**config.mk**
```make
export PLATFORM = sky130hd
export DESIGN_NAME = ambient_light_lux_convert
export DESIGN_NICKNAME = d
export VERILOG_FILES = /design/src/alc_pkg.sv /design/src/ambient_light_lux_convert.sv /design/src/alc_classify.sv /design/src/alc_weight.sv /design/src/alc_scale.sv
export SDC_FILE = /design/constraint.sdc
export NUM_CORES = 2
export LEC_CHECK = 0
export BUFFER_PORTS_ARGS = -buffer_cell sky130_fd_sc_hd__buf_4
export CAP_MARGIN = 40
export CORE_MARGIN = 3
export CORE_UTILIZATION = 55
export CTS_BUF_LIST = sky130_fd_sc_hd__clkbuf_8
export DETAILED_ROUTE_END_ITERATION = 8
export GPL_TIMING_DRIVEN = 0
export PLACE_DENSITY_LB_ADDON = 0.25
export RECOVER_POWER = 25
export SLEW_MARGIN = 10
export SYNTH_ARGS = -nofsm -noshare
export SYNTH_HDL_FRONTEND = slang
export SYNTH_SLANG_ARGS = --single-unit
```
**constraint.sdc**
```tcl
create_clock -name clk -period 7.8 [get_ports clk]
set_input_delay 0.39 -clock clk [delete_from_list [all_inputs] [get_ports clk]]
set_output_delay 0.39 -clock clk [all_outputs]
set_load 0.1 [all_outputs]
```
**src/alc_pkg.sv**
```systemverilog
// ----------------------------------------------------------------------------
// alc_pkg
// shared types, widths and divisor tables for the lux conversion pipeline
// ----------------------------------------------------------------------------
package alc_pkg;

  localparam int CNT_W   = 16;
  localparam int LUX_W   = 16;
  localparam int T_W     = 20;
  localparam int RECIP_K = 25;
  localparam int RECIP_W = RECIP_K + 1;
  localparam int SHIFT_W = 4;
  localparam int CODE_W  = 3;

  localparam logic CFG_GAIN  = 1'b0;
  localparam logic CFG_INTEG = 1'b1;

  typedef enum logic [1:0] {
    REGION_LOW,
    REGION_MID,
    REGION_UPPER,
    REGION_ZERO
  } region_t;

  typedef struct packed {
    logic             valid;
    region_t          region;
    logic [CNT_W-1:0] ch0;
    logic [CNT_W-1:0] ch1;
  } cls_t;

  typedef struct packed {
    logic           valid;
    logic [T_W-1:0] x;
  } scl_t;

  typedef struct packed {
    logic [SHIFT_W-1:0] shift;
    logic [RECIP_W-1:0] recip;
  } div_t;

  // divisor gain*halfunits split into 2^shift times an odd factor
  function automatic div_t div_of(logic [CODE_W-1:0] gain_code,
                                  logic [CODE_W-1:0] integ_code);
    logic [2:0] ga;
    logic [1:0] ha;
    logic [1:0] mg;
    logic [2:0] mh;
    logic [4:0] m;
    div_t       d;
    ga = 3'd0;
    mg = 2'd1;
    case (gain_code)
      3'd1: ga = 3'd1;
      3'd2: ga = 3'd2;
      3'd3: ga = 3'd3;
      3'd6: begin
        ga = 3'd4;
        mg = 2'd3;
      end
      3'd7: begin
        ga = 3'd5;
        mg = 2'd3;
      end
      default: ga = 3'd0;
    endcase
    ha = 2'd0;
    mh = 3'd1;
    case (integ_code)
      3'd0: ha = 2'd1;
      3'd1: ha = 2'd0;
      3'd2: ha = 2'd2;
      3'd3: ha = 2'd3;
      3'd4: mh = 3'd3;
      3'd5: mh = 3'd5;
      3'd6: begin
        ha = 2'd1;
        mh = 3'd3;
      end
      3'd7: mh = 3'd7;
      default: ha = 2'd0;
    endcase
    m       = 5'(mg) * 5'(mh);
    d.shift = SHIFT_W'(ga) + SHIFT_W'(ha);
    // ceil(2^25 / m)
    case (m)
      5'd3:    d.recip = RECIP_W'(11184811);
      5'd5:    d.recip = RECIP_W'(6710887);
      5'd7:    d.recip = RECIP_W'(4793491);
      5'd9:    d.recip = RECIP_W'(3728271);
      5'd15:   d.recip = RECIP_W'(2236963);
      5'd21:   d.recip = RECIP_W'(1597831);
      default: d.recip = RECIP_W'(33554432);
    endcase
    return d;
  endfunction

endpackage

```
**src/ambient_light_lux_convert.sv**
```systemverilog
// ----------------------------------------------------------------------------
// ambient_light_lux_convert
// two-channel photodiode counts to lux, five-stage pipeline
// a request is registered in cls, then in pa/pb, scl, prod and the output register
// throughput: one request per cycle while m_tready is high; the whole
//   pipeline holds while the output register is full and not taken
// reset: rst clears all stage valid bits and both config codes to 0
// ----------------------------------------------------------------------------
module ambient_light_lux_convert #(
  parameter int COEF_FRAC_BITS = 16
) (
  input  logic        clk,
  input  logic        rst,
  input  logic        cfg_we,
  input  logic        cfg_index,
  input  logic [2:0]  cfg_data,
  input  logic        s_tvalid,
  output logic        s_tready,
  input  logic [31:0] s_tdata,  // visible_ir_count[15:0], ir_count[31:16]
  output logic        m_tvalid,
  input  logic        m_tready,
  output logic [23:0] m_tdata   // lux_value[15:0], saturated[16], zero[23:17]
);

  logic [alc_pkg::CODE_W-1:0] gain_code;
  logic [alc_pkg::CODE_W-1:0] integration_code;
  alc_pkg::div_t              div;
  alc_pkg::cls_t              cls;
  alc_pkg::scl_t              scl;
  logic                       en;
  logic [alc_pkg::LUX_W-1:0]  lux_value;
  logic                       saturated;

  always_ff @(posedge clk) begin
    if (rst) begin
      gain_code        <= '0;
      integration_code <= '0;
    end else if (cfg_we) begin
      case (cfg_index)
        alc_pkg::CFG_GAIN:  gain_code        <= cfg_data;
        alc_pkg::CFG_INTEG: integration_code <= cfg_data;
        default: ;
      endcase
    end
  end

  assign div      = alc_pkg::div_of(gain_code, integration_code);
  assign en       = !m_tvalid || m_tready;
  assign s_tready = en;

  alc_classify u_classify (
    .clk      (clk),
    .rst      (rst),
    .en       (en),
    .in_valid (s_tvalid),
    .ch0      (s_tdata[15:0]),
    .ch1      (s_tdata[31:16]),
    .cls      (cls)
  );

  alc_weight #(
    .COEF_FRAC_BITS (COEF_FRAC_BITS)
  ) u_weight (
    .clk   (clk),
    .rst   (rst),
    .en    (en),
    .cls   (cls),
    .shift (div.shift),
    .scl   (scl)
  );

  alc_scale u_scale (
    .clk       (clk),
    .rst       (rst),
    .en        (en),
    .scl       (scl),
    .recip     (div.recip),
    .out_valid (m_tvalid),
    .lux_value (lux_value),
    .saturated (saturated)
  );

  assign m_tdata = {7'd0, saturated, lux_value};

`ifndef ASSERT_OFF
  a_sat_clamps: assert property (@(posedge clk) disable iff (rst)
    m_tvalid && m_tdata[16] |-> m_tdata[15:0] == 16'hFFFF)
    else $error("saturated result not clamped");

  a_ready_follows_out: assert property (@(posedge clk) disable iff (rst)
    s_tready == (!m_tvalid || m_tready))
    else $error("input ready does not follow output stage");

  a_reset_empty: assert property (@(posedge clk)
    rst |=> !m_tvalid)
    else $error("output valid after reset");

  a_stall_holds: assert property (@(posedge clk) disable iff (rst)
    !s_tready |=> $stable(cls) && $stable(scl))
    else $error("pipeline moved during stall");
`endif

endmodule

```
**src/alc_classify.sv**
```systemverilog
// ----------------------------------------------------------------------------
// alc_classify
// ratio region of ch1/(ch0+ch1) by exact cross-multiplication, one stage
// ----------------------------------------------------------------------------
module alc_classify (
  input  logic                     clk,
  input  logic                     rst,
  input  logic                     en,
  input  logic                     in_valid,
  input  logic [alc_pkg::CNT_W-1:0] ch0,
  input  logic [alc_pkg::CNT_W-1:0] ch1,
  output alc_pkg::cls_t            cls
);

  logic [alc_pkg::CNT_W:0] total;
  logic [23:0]             ch1_100;
  logic [23:0]             tot_85;
  logic [23:0]             tot_64;
  logic [23:0]             tot_45;
  alc_pkg::region_t        region_next;

  assign total   = {1'b0, ch0} + {1'b0, ch1};
  assign ch1_100 = 24'(ch1) * 24'd100;
  assign tot_85  = 24'(total) * 24'd85;
  assign tot_64  = 24'(total) * 24'd64;
  assign tot_45  = 24'(total) * 24'd45;

  always_comb begin
    if (total == '0 || ch1_100 >= tot_85) begin
      region_next = alc_pkg::REGION_ZERO;
    end else if (ch1_100 < tot_45) begin
      region_next = alc_pkg::REGION_LOW;
    end else if (ch1_100 < tot_64) begin
      region_next = alc_pkg::REGION_MID;
    end else begin
      region_next = alc_pkg::REGION_UPPER;
    end
  end

  always_ff @(posedge clk) begin
    if (rst) begin
      cls.valid <= 1'b0;
    end else if (en) begin
      cls.valid <= in_valid;
    end
    if (en) begin
      cls.region <= region_next;
      cls.ch0    <= ch0;
      cls.ch1    <= ch1;
    end
  end

endmodule

```
**src/alc_weight.sv**
```systemverilog
// ----------------------------------------------------------------------------
// alc_weight
// region coefficients times counts, then sum or difference and power-of-two
// part of the divisor, two stages
// ----------------------------------------------------------------------------
module alc_weight #(
  parameter int COEF_FRAC_BITS = 16
) (
  input  logic                        clk,
  input  logic                        rst,
  input  logic                        en,
  input  alc_pkg::cls_t               cls,
  input  logic [alc_pkg::SHIFT_W-1:0] shift,
  output alc_pkg::scl_t               scl
);

  localparam int CW = COEF_FRAC_BITS + 3;
  localparam int PW = CW + alc_pkg::CNT_W;
  localparam int SW = PW + 1;

  localparam logic [CW-1:0] CA_LOW =
    CW'(((64'd17743 << COEF_FRAC_BITS) + 64'd5000) / 64'd10000);
  localparam logic [CW-1:0] CB_LOW =
    CW'(((64'd11059 << COEF_FRAC_BITS) + 64'd5000) / 64'd10000);
  localparam logic [CW-1:0] CA_MID =
    CW'(((64'd42785 << COEF_FRAC_BITS) + 64'd5000) / 64'd10000);
  localparam logic [CW-1:0] CB_MID =
    CW'(((64'd19548 << COEF_FRAC_BITS) + 64'd5000) / 64'd10000);
  localparam logic [CW-1:0] CA_UPPER =
    CW'(((64'd5926 << COEF_FRAC_BITS) + 64'd5000) / 64'd10000);
  localparam logic [CW-1:0] CB_UPPER =
    CW'(((64'd1185 << COEF_FRAC_BITS) + 64'd5000) / 64'd10000);

  logic [CW-1:0]          ca;
  logic [CW-1:0]          cb;
  logic                   p_valid;
  logic                   p_diff;
  logic [PW-1:0]          pa;
  logic [PW-1:0]          pb;
  logic [SW-1:0]          s;
  logic [SW-1:0]          t_full;
  logic [alc_pkg::T_W-1:0] t;

  always_comb begin
    case (cls.region)
      alc_pkg::REGION_LOW: begin
        ca = CA_LOW;
        cb = CB_LOW;
      end
      alc_pkg::REGION_MID: begin
        ca = CA_MID;
        cb = CB_MID;
      end
      alc_pkg::REGION_UPPER: begin
        ca = CA_UPPER;
        cb = CB_UPPER;
      end
      default: begin
        ca = '0;
        cb = '0;
      end
    endcase
  end

  always_ff @(posedge clk) begin
    if (rst) begin
      p_valid <= 1'b0;
    end else if (en) begin
      p_valid <= cls.valid;
    end
  end

  always_ff @(posedge clk) begin
    if (en) begin
      pa     <= PW'(ca) * PW'(cls.ch0);
      pb     <= PW'(cb) * PW'(cls.ch1);
      p_diff <= (cls.region == alc_pkg::REGION_MID);
    end
  end

  always_comb begin
    if (p_diff) begin
      s = (pa > pb) ? SW'(pa - pb) : '0;
    end else begin
      s = {1'b0, pa} + {1'b0, pb};
    end
    // floor(2*s / 2^frac)
    t_full = s >> (COEF_FRAC_BITS - 1);
    t      = t_full[alc_pkg::T_W-1:0];
  end

  always_ff @(posedge clk) begin
    if (rst) begin
      scl.valid <= 1'b0;
    end else if (en) begin
      scl.valid <= p_valid;
    end
    if (en) begin
      scl.x <= t >> shift;
    end
  end

endmodule

```
**src/alc_scale.sv**
```systemverilog
// ----------------------------------------------------------------------------
// alc_scale
// odd part of the divisor by reciprocal multiply, then saturation, two stages
// ----------------------------------------------------------------------------
module alc_scale (
  input  logic                        clk,
  input  logic                        rst,
  input  logic                        en,
  input  alc_pkg::scl_t               scl,
  input  logic [alc_pkg::RECIP_W-1:0] recip,
  output logic                        out_valid,
  output logic [alc_pkg::LUX_W-1:0]   lux_value,
  output logic                        saturated
);

  localparam int MW = alc_pkg::T_W + alc_pkg::RECIP_W;
  localparam int QW = MW - alc_pkg::RECIP_K;

  logic          m_valid;
  logic [MW-1:0] prod;
  logic [QW-1:0] q;
  logic          over;

  assign q    = prod[MW-1:alc_pkg::RECIP_K];
  assign over = |q[QW-1:alc_pkg::LUX_W];

  always_ff @(posedge clk) begin
    if (rst) begin
      m_valid   <= 1'b0;
      out_valid <= 1'b0;
    end else if (en) begin
      m_valid   <= scl.valid;
      out_valid <= m_valid;
    end
  end

  always_ff @(posedge clk) begin
    if (en) begin
      prod      <= MW'(scl.x) * MW'(recip);
      lux_value <= over ? '1 : q[alc_pkg::LUX_W-1:0];
      saturated <= over;
    end
  end

endmodule
```
## Word level (Yosys, flattened, before mapping)

Index checks and enable logic that the tools add are counted.

| word-level totals | value |
|---|---|
| register bits | 199 |
| bits of input ports | 41 |
| word-level logic and storage cells | 76 |
| output and inout port bits | 26 |

| cells by class | value |
|---|---|
| shift-type cells | 1 |
| $lt $le $gt $ge | 4 |
| equal/unequal tests | 19 |
| mux-type cells | 11 |
| reductions and logical operators | 12 |
| multipliers | 7 |
| $add $sub $neg | 4 |
| bitwise gates (word level) | 1 |

Operator list:

| cell | number |
|---|---|
| $pmux 26 s6 | 1 |
| $mux 35 | 2 |
| $pmux 19 s3 | 1 |
| $pmux 17 s3 | 1 |
| $lt 23x23->1 | 2 |
| $mul 20x26->46 | 1 |
| $add 35x35->35 | 1 |
| $gt 35x35->1 | 1 |
| $mul 19x16->35 | 1 |
| $sub 35x35->35 | 1 |
| $mul 17x16->33 | 1 |
| $ge 23x24->1 | 1 |
| $mul 17x7->24 const B | 1 |
| $mul 17x6->23 const B | 1 |
| $mul 16x5->21 const B | 1 |
| $shr 20x4->20 | 1 |
| $eq 3x3->1 const B | 6 |
| $add 16x16->17 | 1 |
| $logic_not 17->1 | 1 |
| $pmux 3 s5 | 1 |
| $eq 3x2->1 const B | 4 |
| $eq 5x3->1 const B | 2 |
| $eq 5x4->1 const B | 2 |
| $pmux 3 s3 | 1 |
| 17 further kinds | 23 |

## Longest topological paths before layout

| depth | value |
|---|---|
| depth after elaboration | 7 |
| depth in mapped cells | 39 |
| depth with buffers taken out | 37 |

## Modules after synthesis

Synthesis repeated with hierarchy kept, for this count alone.

| second synthesis, totals | value |
|---|---|
| cells, all modules | 5,616 |
| area total of the unflattened synthesis | 50,435.9 um^2 |

Modules (own cells, without submodules):

| module | area each (um^2) | sequential area each (um^2) | cells an instance | times used |
|---|---|---|---|---|
| alc_weight | 23,158.5 | 2,742.6 | 2,559 | 1 |
| alc_scale | 18,107.4 | 1,181.1 | 2,019 | 1 |
| alc_classify | 8,423.1 | 1,041.0 | 939 | 1 |
| ambient_light_lux_convert | 747.0 | 120.1 | 99 | 1 |

## Least setup slack after synthesis

Ideal clock, no wire load.

| path | value |
|---|---|
| path kind | reg-to-reg |
| start | register integration_code[2] (netlist bit) |
| end | register u_scale.prod[45] (data pin) |
| period minus slack after synthesis | 8.591 ns |
| data arrival time | 8.331 ns |
| stages on the path, launching flop included | 35 |
| required time | 7.540 ns |
| setup time | 0.260 ns |
| path slack | -0.791 ns |
| path buffers | 3 |
| cells stage by stage | dfxtp_1 nand2_1 inv_1 clkbuf_1 ha_1 a21oi_1 nand2_1 a21oi_1 and2_1 clkbuf_1 a21o_1 clkbuf_1 nand2_1 fa_1 fa_1 fa_1 inv_1 fa_1 fa_1 fa_1 inv_1 fa_1 inv_1 ha_1 a211oi_1 o21ai_0 o211ai_1 a21oi_1 nand3b_1 a41o_1 a21oi_1 o2111ai_1 a31o_2 or2_2 xnor2_1 |

| on the way | value |
|---|---|
| word-level cells in the longest chain between the ends | 7 |
| elaborated cells on any way between the ends | 15 |
| those cells by class | 2 x mul; 10 x eq/ne; 2 x mux; 1 x reduce/logical |

RTL lines:

| item | line | text |
|---|---|---|
| from (decl) | ambient_light_lux_convert.sv:26 | `logic [alc_pkg::CODE_W-1:0] integration_code;` |
| from (signal assigned) | ambient_light_lux_convert.sv:41 | `alc_pkg::CFG_INTEG: integration_code <= cfg_data;` |
| $eq 3x3->1 | alc_pkg.sv:69 | `case (integ_code)` |
| $reduce_or 2->1 (no line) | -- |  |
| $pmux 3 s3 (*) | alc_pkg.sv:69 |  |
| $mul 2x3->5 (*) | alc_pkg.sv:83 | `m = 5'(mg) * 5'(mh);` |
| $eq 5x5->1, or another cell as far along | alc_pkg.sv:86 | `case (m)` |
| $pmux 26 s6 (*) | alc_pkg.sv:86 |  |
| $mul 20x26->46 (*) | alc_scale.sv:39 | `prod <= MW'(scl.x) * MW'(recip);` |
| to (signal assigned) | alc_scale.sv:39 |  |
| to (decl) | alc_scale.sv:20 | `logic [MW-1:0] prod;` |

Mark *: on every way between the ends. The rest lies on a longest branch, timed or not.
A chain may end at the register's enable or synchronous reset.

## Worst setup path after layout

| path | value |
|---|---|
| start | register integration_code[2] (netlist bit) |
| end | register u_scale.prod[38] (data pin) |

The elaborated chain is that of the path after synthesis.

==> reports/summary.txt <==
relative max-transition margin: -119%
Yosys top cell area share: 32.0%
CP Depth: 35
Setup crit end kind: flip-flop
DR vias/cell: 5.61
Post-synth EDFFs: 160
crit path buf inv count: 7
synth-to-layout area growth: 9.16%
DR pass1 iterations: 6
Final Hold Viols: 0
placed insts: 5,905
CP max stage delay: 0.64 ns
syn avg cell area: 9.40 µm²
hold path start: s_tvalid
Skew-Pair Late Insertion Delay: 0.58 ns
Max Freq: 0.117 GHz
Syn Inst Count: 4,773
top cell family by delay on the critical path: adder cells
crit path max fanout: 7
Critical Path Source: integration_code[2]
yosys warns: 0
async set or reset register ratio after synthesis: 0%
Avg WL per Cell: 19.9 µm
Critical Path RT: 8.12 ns
GR Util All Layers: 28.6%
Yosys reg bits: 171
cts bufs inserted: 17
Clock Tree Buf Depth: 2
most frequent cells in the layout: 1,157 x inv_1, 712 x ha_1, 697 x fa_1
Cell Rows: 104
failing checks: capacitance limit, slew limit, setup timing
die area: 0.0850 mm²
Worst Hold Path Cells: 3
most used flip-flop cell after synthesis: edfxtp_1
Die X: 292 µm
nets: 6,442
gr ovfl total: 0
Yosys cell types: 96
top post-synthesis cells by area: fa_1 32%, ha_1 20%, edfxtp_1 11%
WP data arrival: 8.89 ns
Ports: 67
Die Ht: 292 µm
first-pass GRT wire length: 190 mm
Reg2Reg Depth: 35
final setup vio count: 22
fillers: 7,056
Synth area leader: fa_1
Hold Path Class: in -> reg
largest net degree at the start of global routing: 61
Initial Util: 55.6%
Max-Cap Viols: 1
Setup CP Type: reg -> reg
cell mode on critical path: fa_1
clock skew: 0.0351 ns
reg2reg start: integration_code[2]
DP Area: 0.0470 mm²
Port Buf Inserts: 59
fin crit period: 8.57 ns
most common cell after layout, fill and taps aside: inv_1
Final Cell Area: 0.0490 mm²
Antenna Nets Post-Route: 0
mapped cell area: 0.0449 mm²
sequential share of the synthesized area: 11.2%
TritonCTS Sinks: 171
Initial DRC Count: 2,354
Routed WL: 120 mm
via count of the first global-routing pass: 34,900
nature of the critical path startpoint: flip-flop
CTS Root Cell: clkbuf_8
core footprint: 0.0807 mm²
non-filler cells, final: 6,027
# H-tree levels: 4
initial antenna violation count: 5
gp weighted congestion: 0.961
crit share post-route: 110%
Worst Tran Pin Value: 3.28 ns
Slew Limit Fails: 60
# DRC: 0
status: finished, violations left
final worst slack: -0.771 ns
CTS tree: built
Post-DP HPWL: 102 mm
via count: 33,800
share of layout cells above drive strength 1: 8.14%
RSZ-0062 raised after global routing: yes
slowest CP cell: fa_1
clock slew at reported path FFs: 0.10 ns
==> synthesized netlist by cell type (all sizes together) (28+ instances only) <==
cell type	count
and2	216
nand3	73
nor3	59
o211ai	28
nor2b	82
o21a	38
nor2	177
edfxtp	160
a211oi	30
xnor2	111
xor2	41
nand2	249
fa	717
or3	34
clkbuf	85
nand2b	39
inv	1175
a21oi	174
and3	36
a21o	56
o21ai	106
ha	733
==> stage by stage <==
| step | hold WS [ns] | setup TNS (ns) | util (%) | setup slack, ns |
|---|---|---|---|---|
| global placement | 0.457 | -49.89 | 58.1 | -1.85 |
| floorplan | 0.426 | 0 | - | 0.00109 |
| detailed placement | 0.470 | -51.41 | 58.2 | -1.95 |
| finish | 0.0601 | -10.95 | 60.7 | -0.771 |
| CTS | 0.000765 | -10.94 | 60.0 | -0.803 |
| global route | 0.0712 | -16.92 | 60.7 | -1.03 |
==> kinds of logic (layout without fill, tap and decap cells) <==
| kind of cell | count (synthesis) | after routing | share of synthesized area (%) |
|---|---|---|---|
| adder cells (fa/ha/maj) | 1450 | 1450 | 52.4 |
| buffers and inverters | 1282 | 1467 | 10.8 |
| AND/OR/NAND/NOR | 1036 | 1036 | 11.9 |
| AO/OA/AOI/OAI | 659 | 659 | 10.1 |
| flip-flops | 171 | 171 | 11.2 |
| XOR/XNOR | 152 | 152 | 2.97 |
| multiplexers | 22 | 22 | 0.608 |
| other | 1 | 10 | 0.00836 |
==> sequential cells by signal, indices dropped and copies added, names as in the netlist <==
name               flops
gain_code              3
integration_code       3
u_classify.cls        35
u_scale.lux_value     16
u_scale.m_valid        1
u_scale.out_valid      1
u_scale.prod          21
u_scale.saturated      1
u_weight.p_diff        1
u_weight.p_valid       1
u_weight.pa           35
u_weight.pb           32
u_weight.scl          21
==> layout make-up <==
type,count,area (µm²),share of cell area (%)
Multi-Input combinational cell,3326,35900,73.3
Sequential cell,171,5040,10.3
Inverter,1176,4430,9.04
Tap cell,1060,1330,2.71
Timing Repair Buffer,154,1150,2.35
Buffer,105,683,1.39
Clock buffer,17,234,0.478
Clock inverter,15,210,0.429
Antenna cell,3,7.51,0.0153
==> worst min-delay path: cells and delay by family <==
family | cells | cell delay, ns
buf+inv | 1 | 0.08
mux | 1 | 0.05
simple gates | 1 | 0.07
==> repair_timing <==
item                       CTS  global route
buffers inserted            41            28
resized for setup          142           122
pin swaps                   42            56
hold endpoints to repair    18             0
setup endpoints to repair   57            32
gates cloned                 1             1
hold buffers                18             0
==> final timing paths <==
path              slack [ns]                  to
setup / recovery       -0.77    u_scale.prod[38]
hold reg to reg         0.47   u_scale.out_valid
setup reg to reg       -0.77    u_scale.prod[38]
hold / removal          0.06  u_classify.cls[34]
==> per-layer routing <==
layer	vias up	part of all wire [%]	global-route usage [%]
li1	15700	-	-
met1	16700	43	38.4
met2	1114	48	48.3
met3	230	5.5	3.32
met4	4	3.7	10.3
met5	-	0.021	0
Power is left out: the tool's default activity adds up to more than one toggle a clock period on the data nets, which glitch-free logic cannot reach.
